`src/rtl/bqpp_pkg.sv`:
```
package bqpp_pkg;

	localparam int WINDOW_DEPTH_DEF = 128;
	localparam int CFG_INDEX_W = 3;
	localparam int CFG_DATA_W = 32;

	localparam logic signed [31:0] LEVEL_GAIN_RST = 32'sd575418;
	localparam logic signed [31:0] LEVEL_FB1_RST = -32'sd1022890485;
	localparam logic signed [31:0] LEVEL_FB2_RST = 32'sd488321676;
	localparam logic signed [31:0] RESP_GAIN_RST = 32'sd18024367;
	localparam logic signed [31:0] RESP_FB1_RST = -32'sd761803718;
	localparam logic signed [31:0] RESP_FB2_RST = 32'sd297029201;
	localparam logic [7:0] WINDOW_LEN_RST = 8'd75;

	typedef enum logic [CFG_INDEX_W-1:0] {
		REG_LEVEL_GAIN = 3'd0,
		REG_LEVEL_FB1 = 3'd1,
		REG_LEVEL_FB2 = 3'd2,
		REG_RESP_GAIN = 3'd3,
		REG_RESP_FB1 = 3'd4,
		REG_RESP_FB2 = 3'd5,
		REG_WINDOW_LEN = 3'd6
	} reg_index_t;

	typedef enum logic [3:0] {
		ST_IDLE,
		ST_MUL_B,
		ST_RND_P,
		ST_SUM_Y,
		ST_MUL_A1,
		ST_MUL_A2,
		ST_RND_Q2,
		ST_UPDATE,
		ST_WRITE,
		ST_SCAN,
		ST_DRAIN,
		ST_FIN
	} state_t;

	typedef struct packed {
		logic load_in;
		logic mul_b;
		logic rnd_p;
		logic sum_y;
		logic mul_a1;
		logic mul_a2;
		logic rnd_q2;
		logic update;
		logic win_write;
		logic scan_rd;
		logic load_out;
	} cmd_t;

	typedef struct packed {
		logic resp;
		logic cnt_zero;
		logic cnt_one;
		logic out_free;
	} stat_t;

	// Round half up by 2^-29: floor((v + 2^28) / 2^29).
	function automatic logic signed [34:0] rnd29(input logic signed [63:0] v);
		logic signed [63:0] t;
		t = v + 64'sd268435456;
		return t[63:29];
	endfunction

	function automatic logic signed [31:0] sat32(input logic signed [49:0] v);
		logic signed [31:0] r;
		if (v > 50'sd2147483647) begin
			r = 32'sh7fffffff;
		end else if (v < -50'sd2147483648) begin
			r = 32'sh80000000;
		end else begin
			r = v[31:0];
		end
		return r;
	endfunction

	function automatic logic signed [47:0] sat48(input logic signed [49:0] v);
		logic signed [47:0] r;
		if (v > 50'sd140737488355327) begin
			r = 48'sh7fffffffffff;
		end else if (v < -50'sd140737488355328) begin
			r = 48'sh800000000000;
		end else begin
			r = v[47:0];
		end
		return r;
	endfunction

endpackage

```
`src/rtl/bqpp_ctrl.sv`:
```
module bqpp_ctrl import bqpp_pkg::*; (
	input  logic  clk,
	input  logic  arst_n,
	input  logic  s_tvalid,
	output logic  s_tready,
	input  stat_t stat,
	output cmd_t  cmd
);

	state_t state_q;
	state_t state_d;

	always_ff @(posedge clk or negedge arst_n) begin
		if (!arst_n) begin
			state_q <= ST_IDLE;
		end else begin
			state_q <= state_d;
		end
	end

	always_comb begin
		state_d = state_q;
		case (state_q)
			ST_IDLE: begin
				if (s_tvalid) begin
					state_d = ST_MUL_B;
				end
			end
			ST_MUL_B:  state_d = ST_RND_P;
			ST_RND_P:  state_d = ST_SUM_Y;
			ST_SUM_Y:  state_d = ST_MUL_A1;
			ST_MUL_A1: state_d = ST_MUL_A2;
			ST_MUL_A2: state_d = ST_RND_Q2;
			ST_RND_Q2: state_d = ST_UPDATE;
			ST_UPDATE: state_d = stat.resp ? ST_WRITE : ST_FIN;
			ST_WRITE:  state_d = ST_SCAN;
			ST_SCAN: begin
				if (stat.cnt_zero) begin
					state_d = ST_FIN;
				end else if (stat.cnt_one) begin
					state_d = ST_DRAIN;
				end
			end
			ST_DRAIN: state_d = ST_FIN;
			ST_FIN: begin
				if (stat.out_free) begin
					state_d = ST_IDLE;
				end
			end
			default: state_d = ST_IDLE;
		endcase
	end

	always_comb begin
		cmd = '0;
		s_tready = 1'b0;
		case (state_q)
			ST_IDLE: begin
				s_tready = 1'b1;
				cmd.load_in = s_tvalid;
			end
			ST_MUL_B:  cmd.mul_b = 1'b1;
			ST_RND_P:  cmd.rnd_p = 1'b1;
			ST_SUM_Y:  cmd.sum_y = 1'b1;
			ST_MUL_A1: cmd.mul_a1 = 1'b1;
			ST_MUL_A2: cmd.mul_a2 = 1'b1;
			ST_RND_Q2: cmd.rnd_q2 = 1'b1;
			ST_UPDATE: cmd.update = 1'b1;
			ST_WRITE:  cmd.win_write = 1'b1;
			ST_SCAN:   cmd.scan_rd = !stat.cnt_zero;
			ST_FIN:    cmd.load_out = stat.out_free;
			default: ;
		endcase
	end

endmodule

```
`config.mk`:
```
export PLATFORM = sky130hd
export DESIGN_NAME = bqpp_ctrl
export DESIGN_NICKNAME = d
export VERILOG_FILES = /design/src/rtl/bqpp_pkg.sv /design/src/rtl/bqpp_ctrl.sv
export SDC_FILE = /design/constraint.sdc
export NUM_CORES = 1
export LEC_CHECK = 0
export BUFFER_PORTS_ARGS = -buffer_cell sky130_fd_sc_hd__buf_2
export CORE_AREA = 2 2 39 41
export CTS_CLUSTER_SIZE = 40
export DETAILED_ROUTE_END_ITERATION = 7
export DIE_AREA = 0 0 41 43
export MAX_ROUTING_LAYER = met4
export PLACE_DENSITY_LB_ADDON = 0.1
export SLEW_MARGIN = 0
export SYNTH_ARGS = -nofsm -noshare
export SYNTH_HDL_FRONTEND = slang
export SYNTH_SLANG_ARGS = --single-unit
```
`constraint.sdc`:
```
create_clock -name clk -period 3.9 [get_ports clk]
set_clock_uncertainty 0.05 [all_clocks]
set_input_delay 0.195 -clock clk [delete_from_list [all_inputs] [get_ports clk]]
set_output_delay 0.195 -clock clk [all_outputs]
set_load 0.1 [all_outputs]
```
# [Yosys cells after proc, flatten, opt, wreduce, memory -nomap -nowiden]
# Cells that the tools add are included.
[totals] ff_bits=4 in_bits=7 out_inout_bits=12 word_cells=36
[classes] n_eq_ne=14 muxes=18 n_reduce_logical=3
[op_table] op="$pmux W4 S12" n=1
[op_table] op="$eq A4 B3 Y1 const B" n=4
[op_table] op="$eq A4 B4 Y1 const B" n=4
[op_table] op="$mux W4" n=4
[op_table] op="$mux W1" n=12
[op_table] op="$eq A4 B2 Y1 const B" n=2
[op_table] op="$eq A4 B1 Y1 const B" n=1
[op_table] op="$logic_not A4 Y1" n=1
[op_table] op="$ne A2 B2 Y1 const B" n=2
[op_table] op="$ne A3 B3 Y1 const B" n=1
[op_table] op="$reduce_and A3 Y1" n=1
[op_table] op="$mux W2" n=1
[op_table] op="$logic_not A1 Y1" n=1

# [Depth between registers and ports, before layout]
# Gate-level depths: netlist (run 1).
[logic_depth] ltp_word=3 ltp_mapped=5 depth_no_buf=4

# [Worst setup path after synthesis (run 1)]
# No wires, ideal clock.
[synth_path] kind="register -> output" start="reg state_q[1]" end="out cmd[10] (netlist bit)" arrival_time_ps=4510 t_required_ps=3655 setup_slack_ps=-855 stages_incl_launch_ff=4 path_buffers=1 path_cell_list="dfrtp_1 buf_2 nor4_1 and2_1"
[synth_lines] element="start: declaration" line="bqpp_ctrl.sv:10" text="state_t state_q;"
[synth_lines] element="start signal: assignment" line="bqpp_ctrl.sv:17" text="state_q <= state_d;"
[synth_lines] element="end: declaration" line="bqpp_ctrl.sv:7" text="output cmd_t cmd"

==> results of run 1 <==
Yosys cell counts:
cell | count | share of area, %
nand2_1 | 2 | 2.0
a32o_1 | 1 | 2.6
nor2_1 | 6 | 5.9
a221oi_1 | 1 | 2.3
nor4_1 | 1 | 1.6
buf_2 | 2 | 2.6
nor3_4 | 1 | 4.3
and2_4 | 1 | 2.3
a2bb2oi_2 | 1 | 3.9
nand2b_4 | 1 | 3.6
dfrtp_1 | 4 | 26
o21ai_0 | 1 | 1.3
xnor2_1 | 1 | 2.3
mux2i_1 | 1 | 2.6
a21oi_1 | 2 | 2.6
nor3_1 | 7 | 9.2
nor2b_1 | 1 | 1.6
inv_1 | 4 | 3.9
a311oi_1 | 1 | 2.3
a32oi_2 | 1 | 4.3
buf_6 | 2 | 5.9
nand2b_1 | 3 | 4.9
and2_1 | 1 | 1.6
cell families (layout without fill, tap and decap cells):
family,Yosys count,in the layout,share of synthesized area [%]
and+or+nand+nor,24,24,37.1
xor gates and xnor gates,1,1,2.30
muxes,1,1,2.62
buffers and inverters,8,26,12.5
AOI/OAI and AO/OA,8,8,19.3
DFF,4,4,26.2
what timing repair did:
action | 4_1_cts | 5_1_grt
setup buffers | 0 | 0
endpoints found under the hold margin | 4 | 0
hold buffers | 1 | 0
worst register-to-register path: cells and delay by family (launching register included):
kind	cells	cell delay, ps
compound gates	2	440
flops	1	490
mux	1	210
simple gates	1	240
through the flow:
stage          hold WS (ps)  std cells
2_1_floorplan          -151         46
3_3_place_gp          -46.4         76
3_5_place_dp          -50.8         76
4_1_cts                 239         80
5_1_grt                 269         80
6_report                243         80
layout make-up:
type	count	area (um^2)	area share, %
clock buffers	3	22.5	4.52
inverters	4	15.0	3.02
multi-input cells	34	240	48.2
flip-flops and latches	4	100	20.1
well taps	16	20.0	4.02
repair buffers	19	100	20.1
metal layers:
layer  up-vias  wire length (um)
li1        197                 -
met2         9               430
met3         0                47
met1       182               402
met5         -                 0
met4         0                 0
worst min-delay path by stage:
stage	start	slack [ps]	depth (start not counted)	end
6_report	arst_n	240	2	state_q[1]
5_1_grt	arst_n	270	2	state_q[1]
4_1_cts	arst_n	240	2	state_q[1]
3_5_place_dp	arst_n	-50	1	state_q[2]
3_3_place_gp	arst_n	-50	1	state_q[2]
2_1_floorplan	arst_n	-150	0	state_q[0]
==> flow_summary.ini, run 1 <==
[critical_path]
timing.critical_path.required_ps = 3650
rr_endpoint = state_q[0]
timing.critical_path.buf_inv = 1
beginning_of_the_critical_path = state_q[2]
slowest_stage = dfrtp_1
cp-endpoint = cmd[1]
cp_slowest_stage_delay_ps = 510
cell_chain_critical_path = nand2b_1, nor3_4, buf_2
r2r-start = state_q[0]
stages_on_worst_setup_path = 3
cp_top_family = flip-flops
register_to_register_setup_slack_ps = 2380
critical_path_data_arrival_time_ps = 1650
setup.worst_path.end_class = output pin
crit_path_launch_type = flop
ff2ff_path_depth = 4
path_class = reg2out
path_max_fanout = 12

[clock_tree]
cts.path.max_buffers = 2
post_cts_resize_count = 0
cts.reportedPaths.clkPinSlew_ps = 40
clock_root_buffer = clkbuf_4
worstSkewPairLatency_ps = 230
maximum_level_of_the_cts_h_tree = 1
cts_tree = built
cts-buffers-inserted = 3
tritoncts_num_sinks = 4

[die]
floorplan.initialDensity_pct = 27.6
number_of_core_rows = 14
die_y_um = 43
die_width_um = 41
top_level_ports = 19
placeableCoreArea_mm2 = 0.00138
design.die.area_mm2 = 0.00176

[cells_and_area]
register_with_the_highest_flop_count = state_q
antennaDiodeCount = 0
nFillCells = 161
finalCoreUtilization_pct = 36.0
layout-drive-gt1-share_pct = 42.2
layout.cells.most_common_list = buf_2, nor3_1, nor2_1, inv_1, dfrtp_1
largest_reg_flops = 4
finish.instance_area_um2 = 498
most_common_cell_after_layout_fill_and_taps_aside = buf_2
syn2layout_area_growth_pct = 30.5
nNetsFinal = 73
reg_top3 = state_q x4

[route]
routed_wire_length_per_instance_um = 11.0
drt_first_iter_violations = 8
number_of_nets_still_failing_antenna_checks_after_routing = 0
drc_errors = 0
route.vias.total = 388
detail_route.wirelength_um = 880
vias_per_cell = 4.85
firstDrtPassIters = 3

[global_routing]
initial_antenna_violation_count = 0
grt_pass1_wl_um = 1450
gr-usage-met3_pct = 3.14
number_of_global_route_vias_before_repair = 354
grt.total_usage_pct = 12.2
groute.layer.met2.usage_pct = 16.6
globalRoute.totalOverflow = 0
grt_max_degree = 14
globalRouteMet1Util_pct = 16.3
grt.busiest_layer = met2

[yosys]
netlist_instances = 46
synth-seq-cells = 4
netlist-cell-type-count = 23
synthesis.yosys.warnings = 0
avgSynthCellArea_um2 = 8.30
netlist_area_um2 = 382
syn-num-nets = 53
ys_seq_area_share_pct = 26.2

[placed_design]
hpwl_um = 682
io_buffers = 18
place_congestion = 0.686
place_worst_setup_slack_ps = 2240
dpl-instance-area_um2 = 465

[timing]
finalHoldViolations = 0
min_period_over_period_pct = 48.6
final.setup.tns_ps = 0
timing_max_transition_violations_final = 0
rsz0062_at_grt = false
final_period_minus_worst_setup_slack_ps = 1890
tightest_slew_ps = 486
fmax_ghz = 0.528
max-slew-margin-rel_pct = 67.8
setup_viol_count_final = 0
final_critical_path_setup_slack_ps = 2010

[status]
status = completed

[job]
drv_cap = 0

[hold_path]
min-delay-path-class = in2async
Power of run 1 is left out: the tool's default activity adds up to more than one toggle a clock period on the data nets, which glitch-free logic cannot reach.
==> run 2: changes to the inputs <==
clock period = 1.5 ns   (was 3.9 ns; I/O delays follow)
==> flow_summary.ini, run 2 (synthesis gave the netlist of run 1 again) <==
[cells_and_area]
reg_top3 = state_q x4
nNetsFinal = 90
antennaDiodeCount = 0
most_common_cell_after_layout_fill_and_taps_aside = buf_4
finish.instance_area_um2 = 940
seqCellArea_um2 = 104
register_with_the_highest_flop_count = state_q
layout.cells.most_common_list = buf_4, buf_12, nor3_4, buf_2
syn2layout_area_growth_pct = 146
nFillCells = 110
final_cell_count_no_fill = 97
largest_reg_flops = 4
layout-drive-gt1-share_pct = 77.8
area_taken_by_multi_input_logic_gates_um2 = 359

[critical_path]
slowest_stage = dfrtp_2
path_class = reg2out
crit_path_launch_type = flop
setup.worst_path.end_class = output pin
path_max_fanout = 5
timing.critical_path.required_ps = 1370
critical_path_data_arrival_time_ps = 1410
cp_slowest_stage_delay_ps = 430
cell_chain_critical_path = buf_6, nor4_4, and2_4, buf_12

[global_routing]
grt_max_degree = 11
globalRoute.totalOverflow = 0
grt.total_usage_pct = 16.5
grt_pass1_wl_um = 1940
initial_antenna_violation_count = 0
number_of_global_route_vias_before_repair = 457

[route]
number_of_nets_still_failing_antenna_checks_after_routing = 0
drt_first_iter_violations = 10
vias_per_cell = 4.88
routed_wire_length_per_instance_um = 13.0
drc_errors = 0
firstDrtPassIters = 4
route.vias.total = 473
detail_route.wirelength_um = 1260

[timing]
fmax_ghz = 0.650
rsz0062_at_grt = true
final_period_minus_worst_setup_slack_ps = 1540
min_period_over_period_pct = 103
timing_max_transition_violations_final = 0
setup_viol_count_final = 3
finalHoldViolations = 0
tightest_slew_ps = 286
final_critical_path_setup_slack_ps = -38.7
max-slew-margin-rel_pct = 80.8

[job]
drv_cap = 0

[clock_tree]
cts.path.max_buffers = 2
maximum_level_of_the_cts_h_tree = 1
worstSkewPairLatency_ps = 230
cts_tree = built
tritoncts_num_sinks = 4
cts.reportedPaths.clkPinSlew_ps = 40
cts-buffers-inserted = 3
clock_root_buffer = clkbuf_4

[placed_design]
io_buffers = 18
hpwl_um = 937
dpl-instance-area_um2 = 807
place.detailed.instances = 87
place_congestion = 0.857

[die]
number_of_core_rows = 14
die_width_um = 41
top_level_ports = 19
placeableCoreArea_mm2 = 0.00138
floorplan.initialDensity_pct = 27.6
die_y_um = 43
design.die.area_mm2 = 0.00176

[status]
failed_checks = negative setup slack
status = finished, violations left

[hold_path]
min-delay-path-class = in2async
## run 2: routing by layer
layer | wire (um) | vias up | GRT usage (%)
met5 | 0 | - | -
met4 | 0 | 0 | 2.67
met3 | 69 | 0 | 3.14
met2 | 665 | 20 | 26.9
met1 | 524 | 223 | 21.0
li1 | - | 230 | -
## run 2: area by class of cell
class                      count  share of cell area, %
multi-input combinational     34                   38.2
sequential                     4                   11.1
clock buffer                   3                   2.40
timing repair buffer          36                   44.6
tap                           16                   2.13
inverter                       4                   1.60
## run 2: path summary, 6_finish.rpt
check	start	end	slack (ps)	cells after the start
worst max register to register	state_q[0]	state_q[0]	-40	5
min in group clk	stat[2]	state_q[0]	220	3
max in group asynchronous	arst_n	state_q[3]	1140	2
worst min-delay path	arst_n	state_q[2]	130	2
worst min register to register	state_q[3]	state_q[2]	670	2
worst max-delay path	state_q[0]	cmd[10]	-40	4
## run 2: per-stage QoR
stage / utilization (%) / hold WS [ps] / setup TNS, ps / setup slack, ps
finish: 67.9 / 130 / -84.1 / -38.7
global route: 67.9 / 126 / -421 / -97.2
CTS: 65.6 / 125 / -149 / -55.1
detailed placement: 58.3 / -166 / 0 / 19.4
global placement: 58.3 / -169 / 0 / 106
floorplan: - / -271 / -4660 / -762
## run 2: timing repair
action,in CTS,in global routing
pin swaps,2,9
hold endpoints to repair,4,0
setup buffers,5,1
resized for setup,9,9
hold buffers,1,0
setup endpoints to repair,10,13
## run 2: critical path: cells and delay by family (launching register included)
kind	cells	cell delay (ps)
AND/OR/NAND/NOR	2	450
flip-flops	1	430
buffers and inverters	2	290
Power of run 2 is left out for the same reason.
==> run 3: changes to the inputs <==
clock period = 1.4 ns   (was 1.5 ns; I/O delays follow)
==> flow_summary.ini, run 3 (synthesis gave the netlist of run 1 again) <==
[status]
status = finished, violations left
failed_checks = negative setup slack

[timing]
rsz0062_at_grt = true
max-slew-margin-rel_pct = 80.8
min_period_over_period_pct = 110
final_period_minus_worst_setup_slack_ps = 1540
final_critical_path_setup_slack_ps = -140
timing_max_transition_violations_final = 0
setup_viol_count_final = 12
fmax_ghz = 0.649
tightest_slew_ps = 285
finalHoldViolations = 0

[cells_and_area]
syn2layout_area_growth_pct = 178
reg_top3 = state_q x4
nNetsFinal = 96
layout.cells.most_common_list = buf_12, buf_4, buf_6, nor3_4, buf_2
antennaDiodeCount = 0
register_with_the_highest_flop_count = state_q
layout-drive-gt1-share_pct = 79.3
final_cell_count_no_fill = 103
largest_reg_flops = 4

[clock_tree]
worstSkewPairLatency_ps = 230
tritoncts_num_sinks = 4
cts.reportedPaths.clkPinSlew_ps = 40
maximum_level_of_the_cts_h_tree = 1
clock_root_buffer = clkbuf_4
cts-buffers-inserted = 3
cts.path.max_buffers = 2
cts_tree = built

[global_routing]
initial_antenna_violation_count = 0
grt_pass1_wl_um = 2100
number_of_global_route_vias_before_repair = 491
gr-usage-met3_pct = 3.14
groute.layer.met2.usage_pct = 28.1
grt.total_usage_pct = 18.5
grt_max_degree = 9
grt.busiest_layer = met2
globalRoute.totalOverflow = 0
globalRouteMet1Util_pct = 22.3

[job]
drv_cap = 0

[die]
design.die.area_mm2 = 0.00176
die_y_um = 43
number_of_core_rows = 14
placeableCoreArea_mm2 = 0.00138
top_level_ports = 19
floorplan.initialDensity_pct = 27.6
die_width_um = 41

[placed_design]
place_congestion = 0.800
hpwl_um = 993
place.detailed.instances = 91
io_buffers = 18

[route]
detail_route.wirelength_um = 1370
routed_wire_length_per_instance_um = 13.3
drc_errors = 0
number_of_nets_still_failing_antenna_checks_after_routing = 0
vias_per_cell = 4.88
route.vias.total = 503
drt_first_iter_violations = 8
firstDrtPassIters = 4

[critical_path]
beginning_of_the_critical_path = state_q[3]
timing.critical_path.required_ps = 1280
r2r-start = state_q[3]
path_max_fanout = 3
path_class = reg2out
cp_slowest_stage_delay_ps = 430
slowest_stage = dfrtp_2
setup.worst_path.end_class = output pin
crit_path_launch_type = flop
cell_chain_critical_path = buf_6, nor4_4, and2_4, buf_12
critical_path_data_arrival_time_ps = 1420

[hold_path]
min-delay-path-class = in2async
## run 3: stage by stage
| stage | area (um^2) | worst slack [ps] | TNS, ps | hold WS, ps | utilization [%] |
|---|---|---|---|---|---|
| detailed placement | 845 | 41.1 | 0 | -173 | 61.0 |
| global route | 1060 | -217 | -1730 | 134 | 76.8 |
| floorplan | 480 | -857 | -5680 | -276 | - |
| finish | 1060 | -140 | -903 | 124 | 76.8 |
| CTS | 956 | -167 | -922 | 110 | 69.1 |
| global placement | 845 | 54.6 | 0 | -174 | 61.0 |
## run 3: cell type report
class | instances | area (um^2)
Clock buffer | 3 | 22.5
Sequential cell | 4 | 103
Fill cell | 88 | 322
Inverter | 4 | 17.5
Timing Repair Buffer | 42 | 494
Multi-Input combinational cell | 34 | 405
Tap cell | 16 | 20.0
## run 3: final timing paths
check,end,slack (ps),cells past startpoint
min in group clk,state_q[0],190,3
max in group asynchronous,state_q[1],1040,2
min,state_q[2],120,2
min reg2reg,state_q[2],640,3
max reg2reg,state_q[1],-90,6
max,cmd[10],-140,4
## run 3: what timing repair did
item                       4_1_cts  5_1_grt
hold endpoints to repair         4        0
pin swaps                        6       11
gates resized for setup         14       17
hold buffers                     1        0
buffers inserted                 4        4
gates cloned                     0        0
setup endpoints to repair       12       15
## run 3: metal layers
layer  wire (um)  vias up  share of wire (%)
met5           0        -                  0
met4           0        0                  0
met3          52        0                3.8
met2         777       13                 57
met1         538      247                 39
li1            -      243                  -
## run 3: critical path: cells and delay by family, from the launching register on
kind          cells  cell delay (ps)
simple gates      2              470
flops             1              430
buf+inv           2              290
Power of run 3 is left out for the same reason.
